==> config.mk <==
export PLATFORM = sky130hd
export DESIGN_NAME = mccl_level
export DESIGN_NICKNAME = d
export VERILOG_FILES = /design/src/sv/mccl_pkg.sv /design/src/sv/mccl_level.sv
export SDC_FILE = /design/constraint.sdc
export NUM_CORES = 1
export LEC_CHECK = 0
export BUFFER_PORTS_ARGS = -buffer_cell sky130_fd_sc_hd__buf_2
export CORE_UTILIZATION = 55
export CTS_BUF_LIST = sky130_fd_sc_hd__clkbuf_16
export CTS_CLUSTER_SIZE = 28
export DETAILED_ROUTE_END_ITERATION = 10
export PLACE_DENSITY = 0.72
export SLEW_MARGIN = 10
export SYNTH_ARGS = -nofsm -noshare
export SYNTH_HDL_FRONTEND = slang
export SYNTH_SLANG_ARGS = --single-unit
export TNS_END_PERCENT = 1
==> constraint.sdc <==
create_clock -name clk -period 14.1 [get_ports clk]
set_input_delay 2.82 -clock clk [delete_from_list [all_inputs] [get_ports clk]]
set_output_delay 2.82 -clock clk [all_outputs]
set_load 0.01 [all_outputs]
==> src/sv/mccl_pkg.sv <==
`timescale 1ns / 1ps

package mccl_pkg;

  // Default sizes of the tables.
  localparam int CHANNELS_DEF    = 16;
  localparam int CELLS_DEF       = 16;
  localparam int CONTROLLERS_DEF = 128;

  // Field widths.
  localparam int ACT_W      = 2;
  localparam int STAT_W     = 4;
  localparam int CH_FIELD_W = 4;
  localparam int CC_W       = 7;
  localparam int VAL_W      = 8;
  localparam int CELL_FLD_W = 4;
  localparam int RAW_W      = 16;
  localparam int LEVEL_W    = 18;
  localparam int GAIN_W     = 16;

  // Stream and configuration port widths.
  localparam int IN_DATA_W  = 32;
  localparam int IN_USER_W  = ACT_W;
  localparam int OUT_DATA_W = 40;
  localparam int CFG_IDX_W  = 2;
  localparam int CFG_DATA_W = 16;

  // Action codes carried in tuser.
  localparam logic [ACT_W-1:0] ACT_MIDI   = 2'd0;
  localparam logic [ACT_W-1:0] ACT_SAMPLE = 2'd1;
  localparam logic [ACT_W-1:0] ACT_ARM    = 2'd2;

  // Control change status nibble.
  localparam logic [STAT_W-1:0] STATUS_CC = 4'hB;

  // Configuration register indexes.
  localparam logic [CFG_IDX_W-1:0] REG_SMOOTH = 2'd0;
  localparam logic [CFG_IDX_W-1:0] REG_MPE    = 2'd1;
  localparam logic [CFG_IDX_W-1:0] REG_LSB    = 2'd2;
  localparam logic [CFG_IDX_W-1:0] REG_GAIN   = 2'd3;

  // Reset value of the smoothing gain.
  localparam logic [GAIN_W-1:0] GAIN_RESET = 16'd41;

  // Number of MSB controllers that pair with an LSB controller.
  localparam int PEND_COUNT = 32;

  // floor(2^31 / 127) for the divide by 127 in the level scaling.
  localparam logic [24:0] RECIP_127   = 25'd16909320;
  localparam int          RECIP_SHIFT = 31;

  // Full scale level in Q1.16.
  localparam logic [LEVEL_W-1:0] LEVEL_ONE = 18'd65536;

  typedef enum logic [2:0] {
    S_CLEAR,
    S_IDLE,
    S_READ,
    S_EXEC,
    S_WRITE2,
    S_CALC,
    S_OUT
  } state_t;

  // Request from the sequencer to the level unit.
  typedef struct packed {
    logic              start;
    logic              smooth;
    logic [GAIN_W-1:0] gain;
  } lvl_req_t;

endpackage

==> src/sv/mccl_level.sv <==
`timescale 1ns / 1ps

module mccl_level (
  input  logic                                 clk,
  input  logic                                 rst,
  input  mccl_pkg::lvl_req_t                   req,
  input  logic signed [mccl_pkg::RAW_W-1:0]    raw,
  input  logic signed [mccl_pkg::LEVEL_W-1:0]  cur,
  output logic                                 done,
  output logic signed [mccl_pkg::LEVEL_W-1:0]  level
);
  import mccl_pkg::*;

  // Stage valid flags.
  logic v1, v2, v3, v4;

  // Stage 1: magnitude, scaled numerator m = mag * 512 + 63.
  logic [RAW_W-1:0]          mag;
  logic [23:0]               m1;
  logic                      neg1;
  logic signed [LEVEL_W-1:0] cur1;
  logic                      smooth1;
  logic [GAIN_W-1:0]         gain1;

  // Stage 2: reciprocal product.
  logic [48:0]               mul2;
  logic [48:0]               prod2;
  logic [23:0]               m2;
  logic                      neg2;
  logic signed [LEVEL_W-1:0] cur2;
  logic                      smooth2;
  logic [GAIN_W-1:0]         gain2;

  // Stage 3: quotient correction, clamp, sign and difference.
  logic [17:0]               q0;
  logic [24:0]               q0x;
  logic [23:0]               rem;
  logic [17:0]               q;
  logic [17:0]               qc;
  logic signed [LEVEL_W-1:0] target_c;
  logic signed [LEVEL_W:0]   diff_c;
  logic signed [LEVEL_W-1:0] target3;
  logic signed [LEVEL_W:0]   diff3;
  logic signed [LEVEL_W-1:0] cur3;
  logic                      use3;
  logic [GAIN_W-1:0]         gain3;

  // Stage 4: filter product.
  logic signed [35:0]        mul4;
  logic signed [35:0]        p4;
  logic signed [LEVEL_W-1:0] target4;
  logic signed [LEVEL_W-1:0] cur4;
  logic                      use4;

  assign mag = raw[RAW_W-1] ? RAW_W'(-raw) : RAW_W'(raw);

  always_ff @(posedge clk) begin
    if (req.start) begin
      m1      <= {mag[14:0], 9'd63};
      neg1    <= raw[RAW_W-1];
      cur1    <= cur;
      smooth1 <= req.smooth;
      gain1   <= req.gain;
    end
  end

  assign mul2 = m1 * RECIP_127;

  always_ff @(posedge clk) begin
    prod2   <= mul2;
    m2      <= m1;
    neg2    <= neg1;
    cur2    <= cur1;
    smooth2 <= smooth1;
    gain2   <= gain1;
  end

  // The reciprocal estimate is exact or one low; one compare fixes it.
  always_comb begin
    q0  = prod2[RECIP_SHIFT+17:RECIP_SHIFT];
    q0x = {q0, 7'b0} - {7'b0, q0};
    rem = m2 - q0x[23:0];
    q   = (rem >= 24'd127) ? q0 + 18'd1 : q0;
    qc  = (q > LEVEL_ONE) ? LEVEL_ONE : q;
    target_c = neg2 ? $signed(-qc) : $signed(qc);
    diff_c   = (LEVEL_W+1)'(target_c) - (LEVEL_W+1)'(cur2);
  end

  always_ff @(posedge clk) begin
    target3 <= target_c;
    diff3   <= diff_c;
    cur3    <= cur2;
    gain3   <= gain2;
    use3    <= smooth2 && (diff_c > -19'sd65536) && (diff_c < 19'sd65536);
  end

  assign mul4 = diff3 * $signed({1'b0, gain3});

  always_ff @(posedge clk) begin
    p4      <= mul4 + 36'sd32768;
    target4 <= target3;
    cur4    <= cur3;
    use4    <= use3;
  end

  // Stage 5: one-pole step, or jump to the target.
  always_ff @(posedge clk) begin
    if (use4) begin
      level <= cur4 + p4[LEVEL_W+15:16];
    end else begin
      level <= target4;
    end
  end

  always_ff @(posedge clk) begin
    if (rst) begin
      v1   <= 1'b0;
      v2   <= 1'b0;
      v3   <= 1'b0;
      v4   <= 1'b0;
      done <= 1'b0;
    end else begin
      v1   <= req.start;
      v2   <= v1;
      v3   <= v2;
      v4   <= v3;
      done <= v4;
    end
  end

endmodule

== After elaboration in Yosys (flattened, before gate mapping) ==
Index checks and enable logic that the tools add are counted.

* Add/sub/neg operators: 8
* $mul: 2
* Order comparisons: 4
* Muxes and demuxes: 5
* Reduce and logical (&&, ||, !) cells: 2

{| class="wikitable"
|+ Operator list
! kind !! count
|-
| $mux W18 || 4
|-
| $mul A24 B22 Y46 const B || 1
|-
| $add A34 B17 Y34 const B || 1
|-
| $mul A19 B17 Y34 || 1
|-
| $ge A24 B7 Y1 const B || 1
|-
| $sub A24 B18 Y24 || 1
|-
| $sub A24 B24 Y24 || 1
|-
| $gt A19 B17 Y1 const B || 1
|-
| $lt A19 B18 Y1 const B || 1
|-
| $sub A18 B18 Y19 || 1
|-
| $add A18 B1 Y18 const B || 1
|-
| $add A18 B18 Y18 || 1
|-
| $gt A18 B17 Y1 const B || 1
|-
| $neg A18 Y18 || 1
|-
| $mux W15 || 1
|-
| $neg A15 Y15 || 1
|-
| $logic_and A1 B1 Y1 || 2
|}

* Bits in registers: 314
* Input port bits: 54
* Output and inout bits: 19
* Logic and storage cells: 47

== Longest topological paths before layout ==
* Depth after elaboration: 12
* Mapped depth: 38
* Mapped depth without buffers: 34

== Worst setup path before layout ==
No wires, ideal clock.

* Path type: register -> register
* Start: register prod2[41]
* End: register use3
* Library setup time: 0.123 ns
* Arrival: 7.669 ns
* Required time: 13.977 ns
* Setup slack: 6.308 ns
* Cell stages (with the launch flop): 38
* Buffers on the path: 4
* Clock period less this slack: 7.792 ns
* Cells stage by stage: dfxtp_1 > clkbuf_1 > inv_1 > fa_1 > inv_1 > ha_1 > buf_2 > a21o_1 > a21o_1 > a221oi_4 > mux2_1 > o2111ai_2 > a2111oi_4 > and4_4 > buf_6 > nand2_4 > o41ai_4 > o2111ai_4 > [2 not listed] > or2_4 > ha_1 > nand2b_1 > xnor2_1 > ha_1 > a21o_1 > a21oi_1 > o21ai_0 > a21oi_1 > o21bai_1 > a211o_1 > a2111oi_0 > o31ai_1 > o21a_1 > nor2_1 > xnor2_1 > nor3_1 > o2bb2ai_1

* Cells in the longest elaborated chain, start to end: 12
* Elaborated cells between the ends (all ways): 14
* Those cells by class: add/sub (5); order compare (4); mux (3); reduce/logical (2)

{| class="wikitable"
|+ Ends and longest elaborated chain
! what !! RTL line !! text
|-
| from (decl) || mccl_level.sv:27 || <nowiki>logic [48:0] prod2;</nowiki>
|-
| from (signal assigned) || mccl_level.sv:70 || <nowiki>prod2 <= mul2;</nowiki>
|-
| $sub A24 B18 Y24 || mccl_level.sv:81 || <nowiki>q0x = {q0, 7'b0} - {7'b0, q0};</nowiki>
|-
| $sub A24 B24 Y24 || mccl_level.sv:82 || <nowiki>rem = m2 - q0x[23:0];</nowiki>
|-
| $ge A24 B7 Y1 || mccl_level.sv:83 || <nowiki>q = (rem >= 24'd127) ? q0 + 18'd1 : q0;</nowiki>
|-
| $mux W18 (*) || mccl_level.sv:83 ||
|-
| $gt A18 B17 Y1 || mccl_level.sv:84 || <nowiki>qc = (q > LEVEL_ONE) ? LEVEL_ONE : q;</nowiki>
|-
| $mux W18 (*) || mccl_level.sv:84 ||
|-
| $neg A18 Y18 || mccl_level.sv:85 || <nowiki>target_c = neg2 ? $signed(-qc) : $signed(qc);</nowiki>
|-
| $mux W18 (*) || mccl_level.sv:85 ||
|-
| via target_c[2] || mccl_level.sv:40 || <nowiki>logic signed [LEVEL_W-1:0] target_c;</nowiki>
|-
| $sub A18 B18 Y19 (*) || mccl_level.sv:86 || <nowiki>diff_c = (LEVEL_W+1)'(target_c) - (LEVEL_W+1)'(cur2);</nowiki>
|-
| via diff_c[16] || mccl_level.sv:41 || <nowiki>logic signed [LEVEL_W:0] diff_c;</nowiki>
|-
| $gt A19 B17 Y1 || mccl_level.sv:94 || <nowiki>use3 <= smooth2 && (diff_c > -19'sd65536) && (diff_c < 19'sd65536);</nowiki>
|-
| $logic_and A1 B1 Y1 || mccl_level.sv:94 ||
|-
| $logic_and A1 B1 Y1 (*) || mccl_level.sv:94 ||
|-
| to (signal assigned) || mccl_level.sv:94 ||
|-
| to (decl) || mccl_level.sv:45 || <nowiki>logic use3;</nowiki>
|}

The timed path passes the listed nets; every way through them passes the cells marked *.
A chain may end at the register's enable or synchronous reset.

== Worst setup path in the final report ==
* Start: register prod2[33]
* End: register use3

Same word-level chain as after synthesis.

==> reports/metrics.cfg <==
[setup_path]
critical_path_arrival_ns=9.77
startpoint=prod2[33]
cp-end-kind=register
worst_path_dominant_cell_family=compound AO/OA/AOI/OAI gates
critPathKind=register to register
max_stage_delay_ns=0.63
timing.rr.start=prod2[33]
cp_max_fo=18
cp-start-kind=register
crit_path_top_delay_cell=o31a_1
critPathRequiredTime_ns=14.58
worst-path-buf-inv=2
crit_top_cell=ha_1

[place]
place_area_um2=25210
gp_congestion=0.8863
io_buffer_count=72
dp_slack_ns=4.928
dp_hpwl_um=43530

[hold_path]
min_path_type=register to register
min_from=target3[7]

[yosys]
syn-cell-area_um2=24330
syn_inst=2466
yosys-top-cells-count=437 x inv_1, 313 x fa_1, 282 x ha_1
yosysWarnings=0
synth_top_area_cell=fa_1
synth_cell_types=88
synth.ff_latch_count=270
avgSynthCellArea_um2=9.864
synth_flop_cell=dfxtp_1
yosysSeqAreaShare_pct=24.32
synthArstFlopShare_pct=0
synth_edf_count=51
netlist_top_cells_area=fa_1 26%, dfxtp_1 18%, ha_1 15%
synth_most_common_cell=inv_1
synthesis.nets=3115
synth_top_cell_area_share_pct=25.76

[sta]
skew_ns=0.02930
min_period_ns=9.294
hold_violations=0
rsz0062_at_grt=no
period_share_pct=65.92
drv_slew=0
setup_viol=0
max-slew-margin-rel_pct=38.21
setup_slack_ns=4.806
fmax_mhz=107.6
tightest_slew_ns=0.9256
fin_tns_setup_ns=0

[grt]
grt_max_degree=53
grt_overflow_total=0
grt_pass1_vias=17920
grt_pass1_wl_um=90170
antenna_found_initial=2
grt_usage_pct=25.36

[die]
die-area_um2=45070
die_x_um=212.3
core-area_um2=43360
io_pins=73
die_h_um=212.3
start_util_pct=56.10
num_rows=76

[cells_and_area]
fill_cells=3676
synthToLayoutAreaGrowth_pct=7.098
postLayoutCoreUtil_pct=60.08
nNetsFinal=3154
fin_area_um2=26050
layout-drive-gt1-share_pct=6.418

[run_status]
status=complete, no violations

[route]
met3_length_um=2695
dr_wl_met2_um=27300
ant_nets=0
top_layer=met4
drt-total-wl_um=53990
wl_per_cell_um=17.35
drt-initial-drc-count=862
met1_length_um=22490
num_vias=16840
vias_per_cell=5.414
first_pass_iters=7
drc=0

[cts]
cts_setup_buffers=0
cts_hold_buf=0
numClockSinks=270
clockBufferDepth=3
h-tree-depth=1
cts_tree=done
clock_latency_ns=0.55
root_buffer=clkbuf_16
clkTransAtPathRegs_ns=0.07
cts_resized=0
cts_made_buffers=26

[flow_run]
max-cap-violations=0

-- per-stage QoR --
| stage | cells | hold WS (ns) |
|---|---|---|
| 5_1_grt | 3109 | 0.3191 |
| 4_1_cts | 3109 | 0.3022 |
| 3_5_place_dp | 3062 | 0.3121 |
| 6_report | 3111 | 0.3070 |
| 3_3_place_gp | 3062 | 0.3109 |
| 2_1_floorplan | 2466 | 0.3096 |
-- routing by layer --
| layer | vias up | track usage [%] |
|---|---|---|
| met1 | 8322 | 31.77 |
| li1 | 8030 | - |
| met3 | 85 | 3.870 |
| met5 | - | 0 |
| met4 | 0 | 7.666 |
| met2 | 407 | 44.96 |
-- cell families after synthesis --
group	after synthesis	synth area share, %
multiplexers	18	0.8024
flip-flops	270	24.32
XOR/XNOR	113	4.069
AND/OR/NAND/NOR	651	13.53
AO/OA/AOI/OAI	309	9.037
adder cells (fa/ha/maj)	595	40.26
buffers and inverters	510	7.983
-- layout make-up --
class / count / area [um^2] / share of cell area [%]
timing repair buffer: 84 / 450.4 / 1.729
clock buffer: 28 / 700.7 / 2.689
inverter: 437 / 1640 / 6.296
multi-input combinational: 1686 / 16470 / 63.21
clock inverter: 19 / 140.1 / 0.5379
tap: 585 / 732.0 / 2.810
sequential: 270 / 5916 / 22.71
antenna: 2 / 5.005 / 0.01921
-- path summary, 6_finish.rpt --
path	to	slack, ns	cells past startpoint
setup / recovery	use3	4.81	31
hold / removal	target4[7]	0.31	0
setup reg to reg	use3	4.81	31
hold reg to reg	target4[7]	0.31	0
-- flip-flops by register name, summed over array words and instances (netlist names), 15 cells and up --
signal	cells
gain2	16
level	18
cur4	18
cur3	18
target4	18
gain3	16
target3	18
p4	18
cur2	18
prod2	18
cur1	18
m1	15
m2	15
diff3	19
gain1	16
-- layout by cell type, fill, tap and decap left out, types with 13 or more instances in the layout --
| cell | n |
|---|---|
| a21o_1 | 24 |
| a21oi_1 | 63 |
| and2_1 | 160 |
| and3_1 | 22 |
| buf_2 | 72 |
| clkbuf_16 | 28 |
| dfxtp_1 | 219 |
| edfxtp_1 | 51 |
| fa_1 | 313 |
| ha_1 | 282 |
| inv_1 | 442 |
| nand2_1 | 216 |
| nand3_1 | 31 |
| nand4_1 | 13 |
| nor2_1 | 96 |
| nor2b_1 | 14 |
| nor3_1 | 35 |
| o211ai_1 | 14 |
| o21a_1 | 20 |
| o21ai_0 | 59 |
| o31ai_1 | 13 |
| xnor2_1 | 88 |
| xor2_1 | 25 |
Power is not shown: default switching activity piles up to over one toggle a cycle in this logic, so the estimate is an artifact.
